[config.mk]
export PLATFORM = sky130hd
export DESIGN_NAME = incremental_pid_speed_loop_flat
export DESIGN_NICKNAME = d
export VERILOG_FILES = /design/src/ipid_pkg.sv /design/src/ipid_if.sv /design/src/incremental_pid_speed_loop.sv /design/src/ipid_regs.sv /design/src/ipid_update.sv /design/src/flat_wrapper.sv
export SDC_FILE = /design/constraint.sdc
export NUM_CORES = 2
export LEC_CHECK = 0
export ABC_AREA = 1
export BUFFER_PORTS_ARGS = -buffer_cell sky130_fd_sc_hd__buf_2
export CORE_MARGIN = 2
export CORE_UTILIZATION = 35
export CTS_BUF_LIST = sky130_fd_sc_hd__clkbuf_16
export CTS_CLUSTER_DIAMETER = 120
export DETAILED_ROUTE_END_ITERATION = 8
export PLACE_DENSITY_LB_ADDON = 0.2
export SYNTH_ARGS = -nofsm -noshare
export SYNTH_HDL_FRONTEND = slang
export SYNTH_HIERARCHICAL = 1
export SYNTH_SLANG_ARGS = --single-unit
[constraint.sdc]
create_clock -name clk_i -period 13.5 [get_ports clk_i]
set_input_delay 1.35 -clock clk_i [delete_from_list [all_inputs] [get_ports clk_i]]
set_output_delay 1.35 -clock clk_i [all_outputs]
set_load 0.01 [all_outputs]
[src/ipid_pkg.sv]
// shared types and constants of the incremental pid speed loop
package ipid_pkg;

  localparam int GAIN_WIDTH    = 24;
  localparam int ACC_WIDTH     = 30;
  localparam int FRAC_BITS     = 16;
  localparam int PRODUCT_SHIFT = 12;
  localparam int DRIVE_WIDTH   = 14;
  localparam int SAT_COUNTS    = 6500;
  localparam int DEAD_COUNTS   = 100;
  localparam int SAT_LIMIT     = SAT_COUNTS * (2 ** FRAC_BITS);
  localparam int DEAD_LIMIT    = DEAD_COUNTS * (2 ** FRAC_BITS);
  localparam int APB_DATA_WIDTH = 32;
  localparam int APB_ADDR_WIDTH = 4;

  typedef enum logic [1:0] {
    REG_GAIN_P = 2'd0,
    REG_GAIN_I = 2'd1,
    REG_GAIN_D = 2'd2
  } reg_idx_e;

  typedef struct packed {
    logic [GAIN_WIDTH-1:0] kp;
    logic [GAIN_WIDTH-1:0] ki;
    logic [GAIN_WIDTH-1:0] kd;
  } gains_t;

endpackage

[src/ipid_if.sv]
// request channel interfaces for speed input and drive output

interface ipid_in_if #(
  parameter int SPEED_WIDTH = 16
);
  logic                          valid;
  logic                          ready;
  logic signed [SPEED_WIDTH-1:0] measured_speed;
  logic signed [SPEED_WIDTH-1:0] target_speed;

  modport source (output valid, output measured_speed, output target_speed, input ready);
  modport sink   (input valid, input measured_speed, input target_speed, output ready);
endinterface

interface ipid_out_if;
  logic        valid;
  logic        ready;
  logic signed [13:0] drive_value;

  modport source (output valid, output drive_value, input ready);
  modport sink   (input valid, input drive_value, output ready);
endinterface

[src/incremental_pid_speed_loop.sv]
// a request passes the input register, then the result register, before its drive result is valid
// throughput: one request per cycle while drive results are taken; a stalled result still lets one request enter
// the critical path is three parallel gain multipliers, a four-term add and saturation
// reset (async, active low) clears gains, error history, accumulator and valid flags
// no clearing pass: the block takes requests in the first cycle after reset
module incremental_pid_speed_loop
  import ipid_pkg::*;
#(
  parameter int SPEED_WIDTH = 16
) (
  input  logic                      clk_i,
  input  logic                      rst_ni,
  ipid_in_if.sink                   speed_i,
  ipid_out_if.source                drive_o,
  input  logic                      psel,
  input  logic                      penable,
  input  logic                      pwrite,
  input  logic [APB_ADDR_WIDTH-1:0] paddr,
  input  logic [APB_DATA_WIDTH-1:0] pwdata,
  output logic [APB_DATA_WIDTH-1:0] prdata,
  output logic                      pready
);

  // gain registers
  gains_t gains;

  ipid_regs u_regs (
    .clk_i   (clk_i),
    .rst_ni  (rst_ni),
    .psel    (psel),
    .penable (penable),
    .pwrite  (pwrite),
    .paddr   (paddr),
    .pwdata  (pwdata),
    .prdata  (prdata),
    .pready  (pready),
    .gains_o (gains)
  );

  // input stage
  logic                          in_valid_q;
  logic signed [SPEED_WIDTH-1:0] meas_q, targ_q;

  // controller state
  logic signed [SPEED_WIDTH:0]   err_prev_q, err_prev2_q;
  logic signed [ACC_WIDTH-1:0]   acc_q;

  // result stage
  logic                          out_valid_q;
  logic signed [DRIVE_WIDTH-1:0] drive_q;

  logic                          in_accept;
  logic                          advance;
  logic signed [SPEED_WIDTH:0]   err_d;
  logic signed [ACC_WIDTH-1:0]   acc_d;
  logic signed [DRIVE_WIDTH-1:0] drive_d;

  // the input stage moves on whenever the result register is empty or being drained
  assign advance       = in_valid_q && (!out_valid_q || drive_o.ready);
  assign speed_i.ready = !in_valid_q || advance;
  assign in_accept     = speed_i.valid && speed_i.ready;

  always_ff @(posedge clk_i or negedge rst_ni) begin
    if (!rst_ni) begin
      in_valid_q <= 1'b0;
    end else if (in_accept) begin
      in_valid_q <= 1'b1;
    end else if (advance) begin
      in_valid_q <= 1'b0;
    end
  end

  always_ff @(posedge clk_i) begin
    if (in_accept) begin
      meas_q <= speed_i.measured_speed;
      targ_q <= speed_i.target_speed;
    end
  end

  ipid_update #(
    .SPEED_WIDTH (SPEED_WIDTH)
  ) u_update (
    .measured_i  (meas_q),
    .target_i    (targ_q),
    .err_prev_i  (err_prev_q),
    .err_prev2_i (err_prev2_q),
    .acc_i       (acc_q),
    .gains_i     (gains),
    .err_o       (err_d),
    .acc_o       (acc_d),
    .drive_o     (drive_d)
  );

  // state commits together with the result so back-to-back requests see fresh history
  always_ff @(posedge clk_i or negedge rst_ni) begin
    if (!rst_ni) begin
      err_prev_q  <= '0;
      err_prev2_q <= '0;
      acc_q       <= '0;
    end else if (advance) begin
      err_prev2_q <= err_prev_q;
      err_prev_q  <= err_d;
      acc_q       <= acc_d;
    end
  end

  always_ff @(posedge clk_i or negedge rst_ni) begin
    if (!rst_ni) begin
      out_valid_q <= 1'b0;
    end else if (advance) begin
      out_valid_q <= 1'b1;
    end else if (drive_o.ready) begin
      out_valid_q <= 1'b0;
    end
  end

  always_ff @(posedge clk_i) begin
    if (advance) begin
      drive_q <= drive_d;
    end
  end

  assign drive_o.valid       = out_valid_q;
  assign drive_o.drive_value = drive_q;

endmodule

[src/ipid_regs.sv]
// apb gain registers
module ipid_regs
  import ipid_pkg::*;
(
  input  logic                      clk_i,
  input  logic                      rst_ni,
  input  logic                      psel,
  input  logic                      penable,
  input  logic                      pwrite,
  input  logic [APB_ADDR_WIDTH-1:0] paddr,
  input  logic [APB_DATA_WIDTH-1:0] pwdata,
  output logic [APB_DATA_WIDTH-1:0] prdata,
  output logic                      pready,
  output gains_t                    gains_o
);

  gains_t   gains_q;
  reg_idx_e idx;
  logic     wr_en;

  assign pready  = 1'b1;
  assign idx     = reg_idx_e'(paddr[3:2]);
  assign wr_en   = psel && penable && pwrite;
  assign gains_o = gains_q;

  always_ff @(posedge clk_i or negedge rst_ni) begin
    if (!rst_ni) begin
      gains_q <= '0;
    end else if (wr_en) begin
      case (idx)
        REG_GAIN_P: gains_q.kp <= pwdata[GAIN_WIDTH-1:0];
        REG_GAIN_I: gains_q.ki <= pwdata[GAIN_WIDTH-1:0];
        REG_GAIN_D: gains_q.kd <= pwdata[GAIN_WIDTH-1:0];
        default: ;
      endcase
    end
  end

  always_comb begin
    case (idx)
      REG_GAIN_P: prdata = {{(APB_DATA_WIDTH-GAIN_WIDTH){1'b0}}, gains_q.kp};
      REG_GAIN_I: prdata = {{(APB_DATA_WIDTH-GAIN_WIDTH){1'b0}}, gains_q.ki};
      REG_GAIN_D: prdata = {{(APB_DATA_WIDTH-GAIN_WIDTH){1'b0}}, gains_q.kd};
      default:    prdata = '0;
    endcase
  end

endmodule

[src/ipid_update.sv]
// one pid increment: error, differences, gain products, saturation, deadband
module ipid_update
  import ipid_pkg::*;
#(
  parameter int SPEED_WIDTH = 16
) (
  input  logic signed [SPEED_WIDTH-1:0] measured_i,
  input  logic signed [SPEED_WIDTH-1:0] target_i,
  input  logic signed [SPEED_WIDTH:0]   err_prev_i,
  input  logic signed [SPEED_WIDTH:0]   err_prev2_i,
  input  logic signed [ACC_WIDTH-1:0]   acc_i,
  input  gains_t                        gains_i,
  output logic signed [SPEED_WIDTH:0]   err_o,
  output logic signed [ACC_WIDTH-1:0]   acc_o,
  output logic signed [DRIVE_WIDTH-1:0] drive_o
);

  localparam int EW = SPEED_WIDTH + 1;
  localparam int DW = SPEED_WIDTH + 3;
  localparam int GW = GAIN_WIDTH + 1;
  localparam int PW = DW + GW;
  localparam int SW = PW - PRODUCT_SHIFT;
  localparam int AW = ((SW > ACC_WIDTH) ? SW : ACC_WIDTH) + 2;

  localparam logic signed [AW-1:0] SatPos  = AW'(SAT_LIMIT);
  localparam logic signed [AW-1:0] SatNeg  = -AW'(SAT_LIMIT);
  localparam logic signed [AW-1:0] DeadPos = AW'(DEAD_LIMIT);
  localparam logic signed [AW-1:0] DeadNeg = -AW'(DEAD_LIMIT);
  localparam logic [ACC_WIDTH-1:0] FracMask = ACC_WIDTH'((2 ** FRAC_BITS) - 1);

  logic signed [EW-1:0]        err;
  logic signed [DW-1:0]        err_x, e1_x, e2_x, d1, d2, di;
  logic signed [GW-1:0]        kp, ki, kd;
  logic signed [PW-1:0]        prod_p, prod_i, prod_d;
  logic signed [SW-1:0]        tp, ti, td;
  logic signed [AW-1:0]        sum, sat;
  logic signed [ACC_WIDTH-1:0] acc_new, acc_bias;

  assign err = {target_i[SPEED_WIDTH-1], target_i} - {measured_i[SPEED_WIDTH-1], measured_i};

  assign err_x = {{(DW-EW){err[EW-1]}}, err};
  assign e1_x  = {{(DW-EW){err_prev_i[EW-1]}}, err_prev_i};
  assign e2_x  = {{(DW-EW){err_prev2_i[EW-1]}}, err_prev2_i};
  assign d1    = err_x - e1_x;
  assign d2    = err_x - (e1_x <<< 1) + e2_x;
  assign di    = err_x;

  assign kp = {1'b0, gains_i.kp};
  assign ki = {1'b0, gains_i.ki};
  assign kd = {1'b0, gains_i.kd};

  assign prod_p = d1 * kp;
  assign prod_i = di * ki;
  assign prod_d = d2 * kd;

  // dropping the low bits of a two's complement product rounds toward minus infinity
  assign tp = prod_p[PW-1:PRODUCT_SHIFT];
  assign ti = prod_i[PW-1:PRODUCT_SHIFT];
  assign td = prod_d[PW-1:PRODUCT_SHIFT];

  assign sum = {{(AW-ACC_WIDTH){acc_i[ACC_WIDTH-1]}}, acc_i}
             + {{(AW-SW){tp[SW-1]}}, tp}
             + {{(AW-SW){ti[SW-1]}}, ti}
             + {{(AW-SW){td[SW-1]}}, td};

  always_comb begin
    if (sum > SatPos) begin
      sat = SatPos;
    end else if (sum < SatNeg) begin
      sat = SatNeg;
    end else if ((sum < DeadPos) && (sum > DeadNeg)) begin
      sat = '0;
    end else begin
      sat = sum;
    end
  end

  assign acc_new = sat[ACC_WIDTH-1:0];

  // truncate toward zero: bias negative values before dropping the fraction
  assign acc_bias = acc_new + (acc_new[ACC_WIDTH-1] ? FracMask : '0);

  assign err_o   = err;
  assign acc_o   = acc_new;
  assign drive_o = acc_bias[ACC_WIDTH-1:FRAC_BITS];

endmodule

[src/flat_wrapper.sv]
// flat-port wrapper written by rule: the top's interface ports become plain ports
module incremental_pid_speed_loop_flat import ipid_pkg::*;
#(
  parameter int SPEED_WIDTH = 16
)
  (clk_i, rst_ni, psel, penable, pwrite, paddr, pwdata, prdata, pready, speed_i_valid, speed_i_measured_speed, speed_i_target_speed, speed_i_ready, drive_o_valid, drive_o_drive_value, drive_o_ready);
  ipid_in_if #(.SPEED_WIDTH(SPEED_WIDTH)) speed_i_i ();
  ipid_out_if drive_o_i ();
  input  logic clk_i;
  input  logic rst_ni;
  input  logic psel;
  input  logic penable;
  input  logic pwrite;
  input  logic [APB_ADDR_WIDTH-1:0] paddr;
  input  logic [APB_DATA_WIDTH-1:0] pwdata;
  output logic [APB_DATA_WIDTH-1:0] prdata;
  output logic pready;
  input wire logic [$bits(speed_i_i.valid)-1:0] speed_i_valid;
  input wire logic [$bits(speed_i_i.measured_speed)-1:0] speed_i_measured_speed;
  input wire logic [$bits(speed_i_i.target_speed)-1:0] speed_i_target_speed;
  output wire logic [$bits(speed_i_i.ready)-1:0] speed_i_ready;
  output wire logic [$bits(drive_o_i.valid)-1:0] drive_o_valid;
  output wire logic [$bits(drive_o_i.drive_value)-1:0] drive_o_drive_value;
  input wire logic [$bits(drive_o_i.ready)-1:0] drive_o_ready;
  assign speed_i_i.valid = speed_i_valid;
  assign speed_i_i.measured_speed = speed_i_measured_speed;
  assign speed_i_i.target_speed = speed_i_target_speed;
  assign speed_i_ready = speed_i_i.ready;
  assign drive_o_valid = drive_o_i.valid;
  assign drive_o_drive_value = drive_o_i.drive_value;
  assign drive_o_i.ready = drive_o_ready;
  incremental_pid_speed_loop #(.SPEED_WIDTH(SPEED_WIDTH)) u_core (.clk_i(clk_i), .rst_ni(rst_ni), .speed_i(speed_i_i), .drive_o(drive_o_i), .psel(psel), .penable(penable), .pwrite(pwrite), .paddr(paddr), .pwdata(pwdata), .prdata(prdata), .pready(pready));
endmodule
======== Word level (Yosys, flattened, before mapping) ========
Cells that the tools add are included.
W data, S select, Z words.
cells by class
  reductions and logical operators ........ 15
  $mul .................................... 3
  order comparisons ....................... 4
  muxes and demuxes ....................... 9
  add/subtract/negate cells ............... 8
  eq/ne operators ......................... 2
operators by type and width
  operator                number
  $mux W30                3
  $pmux W24 S3            1
  $mul A19 B25 Y44        1
  $mul A18 B25 Y43        1
  $mul A17 B25 Y42        1
  $add A33 B32 Y34        1
  $gt A34 B24 Y1 const B  1
  $gt A34 B30 Y1 const B  1
  $lt A34 B24 Y1 const B  1
  $lt A34 B30 Y1 const B  1
  $add A32 B30 Y33        1
  $add A30 B31 Y32        1
  $add A30 B16 Y30        1
  $add A19 B17 Y19        1
  $sub A17 B18 Y19        1
  $sub A17 B17 Y18        1
  $sub A16 B16 Y17        1
  $mux W16                1
  $reduce_and A2 Y1       3
  $logic_and A1 B1 Y1     5
  $mux W1                 4
  $reduce_bool A2 Y1      2
  $eq A2 B1 Y1 const B    1
  $eq A2 B2 Y1 const B    1
  other kinds (3)         5
word-level totals
  output and inout bits ................... 49
  logic and storage cells ................. 52
  input port bits ......................... 75
  bits in registers ....................... 184

======== Logic depth before layout (Yosys ltp) ========
  word-level depth ........................ 13
  gate-level depth with buffers ........... 100
  depth with buffers taken out ............ 98

======== Modules after synthesis ========
Netlist, hierarchy kept.
by module, submodules not included
  module                      sequential area each (µm²)  instances  area each (µm²)  cells each
  ipid_update                 0.0                         1          50075.5          6654
  incremental_pid_speed_loop  3032.9                      1          4011.3           334
  ipid_regs                   1801.7                      1          3621.0           431

======== Worst setup path before layout ========
OpenSTA, ideal clock, no wires.
  path kind ............................... reg2reg
  start point ............................. register u_core.meas_q[0]
  end point ............................... register u_core.drive_q[9], in the netlist u_core/drive_o.drive_value[9] (data pin)
  data required time ...................... 13.248 ns
  arrival ................................. 14.210 ns
  buffers on the path ..................... 2
  cell stages (with the launch flop) ...... 82
  clock period less this slack ............ 14.462 ns
  slack ................................... -0.962 ns
  setup time .............................. 0.252 ns
  path through ............................ edfxtp_1 ha_1 fa_1 o21ai_1 nand2_1 nand2_1 a21oi_1 or2_1 nand2_1 a21oi_1 or2_1 nand2_1 a21oi_1 inv_1 nand3_1 nand2_1 xor2_1 fa_1 [... 46 more ...] nand2_1 nor2_2 nand2_1 nor3_2 nand2_1 nand2_2 buf_6 nand2_1 a21oi_1 ha_1 a21oi_1 o21a_1 o21ai_0 a31o_2 nand3_1 nand2_1 nand2_1 nand2_1
on the way
  longest elaborated chain between the ends .. 13
  elaborated cells on any way between the ends .. 20
  those cells by class .................... add/sub (8); mul (3); order compare (4); mux (4); reduce/logical (1)
RTL lines
  item                                                     line                               text
  start: declaration                                       incremental_pid_speed_loop.sv:42   logic signed [SPEED_WIDTH-1:0] meas_q, targ_q;
  start signal: assignment                                 incremental_pid_speed_loop.sv:75   meas_q <= speed_i.measured_speed;
  $sub A16 B16 Y17 (*)                                     ipid_update.sv:39                  assign err = {target_i[SPEED_WIDTH-1], target_i} - {measured_i[SPEED_WIDTH-1], measured_i};
  via u_core.err_d[12]                                     incremental_pid_speed_loop.sv:54   logic signed [SPEED_WIDTH:0] err_d;
  $sub A17 B17 Y18                                         ipid_update.sv:44                  assign d1 = err_x - e1_x;
  $mul A18 B25 Y43                                         ipid_update.sv:52                  assign prod_p = d1 * kp;
  $add A30 B31 Y32                                         ipid_update.sv:62                  + {{(AW-SW){tp[SW-1]}}, tp}
  $add A32 B30 Y33                                         ipid_update.sv:63                  + {{(AW-SW){ti[SW-1]}}, ti}
  $add A33 B32 Y34 (*)                                     ipid_update.sv:64                  + {{(AW-SW){td[SW-1]}}, td};
  $lt A34 B24 Y1 / $gt A34 B24 Y1 (equally long branches)  ipid_update.sv:71                  end else if ((sum < DeadPos) && (sum > DeadNeg)) begin
  $logic_and A1 B1 Y1                                      ipid_update.sv:71
  $mux W30                                                 ipid_update.sv:71
  $mux W30                                                 ipid_update.sv:69                  end else if (sum < SatNeg) begin
  $mux W30 (*)                                             ipid_update.sv:67                  if (sum > SatPos) begin
  via u_core.acc_d[29]                                     incremental_pid_speed_loop.sv:55   logic signed [ACC_WIDTH-1:0] acc_d;
  $mux W16 (*)                                             ipid_update.sv:81                  assign acc_bias = acc_new + (acc_new[ACC_WIDTH-1] ? FracMask : '0);
  $add A30 B16 Y30 (*)                                     ipid_update.sv:81
  via u_core.drive_d[9]                                    incremental_pid_speed_loop.sv:56   logic signed [DRIVE_WIDTH-1:0] drive_d;
  end signal: assignment                                   incremental_pid_speed_loop.sv:119  drive_q <= drive_d;
  end: declaration                                         incremental_pid_speed_loop.sv:50   logic signed [DRIVE_WIDTH-1:0] drive_q;
The timed path passes the listed nets; every way through them passes the cells marked *.
A chain may end at the register's enable or synchronous reset.

======== Worst setup path after layout ========
  start point ............................. register u_core.targ_q[1]
  end point ............................... register u_core.drive_q[3], in the netlist u_core/drive_o.drive_value[3] (data pin)
on the way
  longest elaborated chain between the ends .. 13
  elaborated cells on any way between the ends .. 20
  those cells by class .................... add/sub (8); mul (3); order compare (4); mux (4); reduce/logical (1)
RTL lines
  item                                                     line                              text
  start: declaration                                       incremental_pid_speed_loop.sv:42
  start signal: assignment                                 incremental_pid_speed_loop.sv:76  targ_q <= speed_i.target_speed;
  $sub A16 B16 Y17 (*)                                     ipid_update.sv:39
  via u_core.err_d[7]                                      incremental_pid_speed_loop.sv:54
  $sub A17 B17 Y18                                         ipid_update.sv:44
  $mul A18 B25 Y43                                         ipid_update.sv:52
  $add A30 B31 Y32                                         ipid_update.sv:62
  $add A32 B30 Y33                                         ipid_update.sv:63
  $add A33 B32 Y34 (*)                                     ipid_update.sv:64
  $lt A34 B24 Y1 / $gt A34 B24 Y1 (equally long branches)  ipid_update.sv:71
  $logic_and A1 B1 Y1                                      ipid_update.sv:71
  $mux W30                                                 ipid_update.sv:71
  $mux W30                                                 ipid_update.sv:69
  $mux W30 (*)                                             ipid_update.sv:67
  via u_core.acc_d[29]                                     incremental_pid_speed_loop.sv:55
  $mux W16 (*)                                             ipid_update.sv:81
  $add A30 B16 Y30 (*)                                     ipid_update.sv:81
  via u_core.drive_d[3]                                    incremental_pid_speed_loop.sv:56
Marked as above.

==> metrics.txt <==
synthesized area=approximately 58000 sq um; RSZ-0062 raised after global routing=true; Gate Count Post-Synth=between 7000 and 8000; Crit path arrival time=around 15000 ps; fin. max-slew vios=0; initial antenna violation count=5; GRT Total Usage=0.2588; # DRC=0; Slowest cell on crit path=fa_1; failing checks=negative setup slack; HP Class=register to register; Site Rows=around 150; Layout Nets=9989; max-cap violation count=0; clock buffer count from CTS=17; Ports=~120; latest clock arrival within the worst-skew pair=roughly 570 ps; final worst-path cycle share=1.078; Routed WL=212600 microns; Die Ht=around 410 microns; Clk pin slew, worst setup/hold paths=around 90 ps; first-pass GRT wire length=between 300000 and 400000 microns; die span in x=~410 microns; Avg Vias per Cell=just under 5; grt ovf=0; CP startpoint kind=register; Setup WS post-layout=-1047 ps; Fin Clk Skew=35.93 ps; Yosys reg bits=about 180; CORE AREA=164400 sq um; Max-slew headroom=0.2317; Max clock buf depth=2; endpoints failing setup=27; 1st-pass router iterations=8; Area growth syn-to-layout=21.66%; IO Port Bufs=approximately 100; worst slack at placement=-1471 ps; CP peak stage delay=roughly 560 ps; required time of the critical path=13810 ps; Max Clk Rate=~69 MHz; Setup CP Type=register to register; register area share after synthesis=0.08378; crit-path max FO=11; Die Area=between 150000 and 200000 sq um; Sink Count=between 150 and 200; Hold Fails Final Rpt=0; Initial Util=0.3510; status=finished with violations; Max H-tree Level=4; share of cells above drive strength 1=0.1937; crit-path most repeated cell=nand2_1; crit end category=register; pin count of the biggest net entering global routing=67; WL per Instance=20.37 microns; antenna-violating nets left=0; vias in the first global route=about 53000; synth unique cells=60; CTS root buffer=clkbuf_16; initial DRC count=~3500; CTS tree=done; Worst Tran Pin Value=between 1000 and 1500 ps; vias=50390; min Tclk post-route=roughly 15000 ps; Buf+Inv Stages, Crit Path=23; DP HPWL=between 150000 and 200000 microns; Synth Area per Inst=7.778 sq um; Synthesis Warnings=6; GPL Wtd Cong=about 0.98; crit-path leading delay family=adder cells
## routing by layer
layer	vias to the layer above	global-route usage	part of all wire
li1	23380	-	-
met1	25200	0.3411	0.42
met2	1515	0.4257	0.47
met3	287	0.03398	0.057
met4	4	0.1124	0.050
met5	-	0	0.00011
## per-stage QoR
| step | hold WS (ps) | utilization | TNS (ps) | cell area, sq um | instances |
|---|---|---|---|---|---|
| global placement | 456.4 | 0.4093 | -28280 | 67300 | 10350 |
| floorplan | 441.9 | - | -1148 | 58310 | 7426 |
| global route | 507.1 | 0.4270 | -42400 | 70210 | 10440 |
| CTS | 480.3 | 0.4222 | -10680 | 69420 | 10430 |
| detailed placement | 458.8 | 0.4093 | -28550 | 67300 | 10350 |
| finish | 488.1 | 0.4270 | -13820 | 70210 | 10440 |
## flip-flops by register name, indices dropped and copies added, names as in the netlist
| signal | flops |
|---|---|
| u_core/in_valid_q | 1 |
| u_core/u_regs/gains_o | 72 |
| u_core/targ_q | 16 |
| u_core/err_prev_q | 17 |
| u_core/meas_q | 16 |
| u_core/acc_q | 30 |
| u_core/err_prev2_q | 17 |
| u_core/drive_o.drive_value | 14 |
| u_core/drive_o.valid | 1 |
## worst min-delay path: stages, from the launching register on
cell and delay [ps]:
dfrtp_1 350, nand2_1 60, nand2_1 50
## layout by cell type, fill, tap and decap left out, drive strengths merged, types with 26 or more instances in the layout
| cell type | synthesis | routed |
|---|---|---|
| xor2 | 48 | 48 |
| a21oi | 215 | 215 |
| fa | 1133 | 1133 |
| nand2 | 2047 | 2047 |
| or2 | 36 | 36 |
| edfxtp | 46 | 46 |
| nor3 | 35 | 35 |
| buf | 58 | 1026 |
| inv | 1770 | 1775 |
| nand3 | 217 | 217 |
| dfrtp | 138 | 138 |
| ha | 544 | 544 |
| nand4 | 26 | 26 |
| xnor2 | 64 | 64 |
| nor2 | 648 | 648 |
| o21ai | 87 | 87 |
## area by class of cell
type / count / area (sq um)
clock inverters: 15 / 182.7
diodes: 1 / 2.502
flip-flops and latches: 184 / 4836
repair buffers: 1026 / 8098
well taps: 2189 / 2739
multi-input cells: 5225 / 47200
inverters: 1783 / 6725
clock buffers: 17 / 425.4
fillers: 16980 / 94220
## cells by family (layout without fill, tap and decap cells)
logic type | count (synthesis) | in the layout | synth area share
XOR/XNOR | 112 | 112 | 0.01713
flip-flops | 184 | 184 | 0.08378
adder cells (fa/ha/maj) | 1677 | 1677 | 0.5110
other | 2 | 10 | 0.0001301
buffers and inverters | 2017 | 2841 | 0.1358
AND/OR/NAND/NOR | 3024 | 3024 | 0.2124
AO/OA/AOI/OAI | 403 | 403 | 0.03972
## synthesized netlist by cell type (all sizes together)
cell     count  area share
a211o        2     0.00030
a211oi      10      0.0013
a21boi       5     0.00065
a21o        14      0.0018
a21oi      215       0.019
a221oi       5     0.00076
a22oi        1     0.00013
a31o         1     0.00015
a31oi       17      0.0018
and2         3     0.00033
buf         58      0.0083
clkbuf     176       0.011
clkinv      13     0.00085
conb         2     0.00013
dfrtp      138       0.060
edfxtp      46       0.024
fa        1133        0.39
ha         544        0.12
inv       1770        0.12
nand2     2047        0.14
nand3      217       0.019
nand3b       6     0.00078
nand4       26      0.0028
nor2       648       0.044
nor3        35      0.0033
nor4         6     0.00065
o2111ai      2     0.00030
o211ai       7     0.00091
o21a        16      0.0021
o21ai       87      0.0075
o21ba        1     0.00017
o21bai       8      0.0010
o221a        1     0.00020
o221ai       4     0.00061
o31ai        6     0.00078
o41ai        1     0.00015
or2         36      0.0039
xnor2       64      0.0098
xor2        48      0.0073
## path summary, 6_finish.rpt
path                                  start                            end  slack [ps]  cells after the start
max reg2reg                u_core/targ_q[1]  u_core/drive_o.drive_value[3]       -1050                     88
max                        u_core/targ_q[1]  u_core/drive_o.drive_value[3]       -1050                     88
max in group asynchronous            rst_ni      u_core/u_regs/gains_o[16]       10960                      3
min reg2reg                u_core/acc_q[22]               u_core/acc_q[22]         490                      2
min in group asynchronous            rst_ni                u_core/acc_q[2]         700                      1
min                        u_core/acc_q[22]               u_core/acc_q[22]         490                      2
## what timing repair did
item | CTS | global route
setup buffers | 49 | 25
hold buffers | 0 | 0
pin swaps | 128 | 107
gates cloned | 1 | 0
endpoints found under the setup margin | 44 | 44
gates resized for setup | 294 | 184
Power is not shown: default switching activity piles up to over one toggle a cycle in this logic, so the estimate is an artifact.
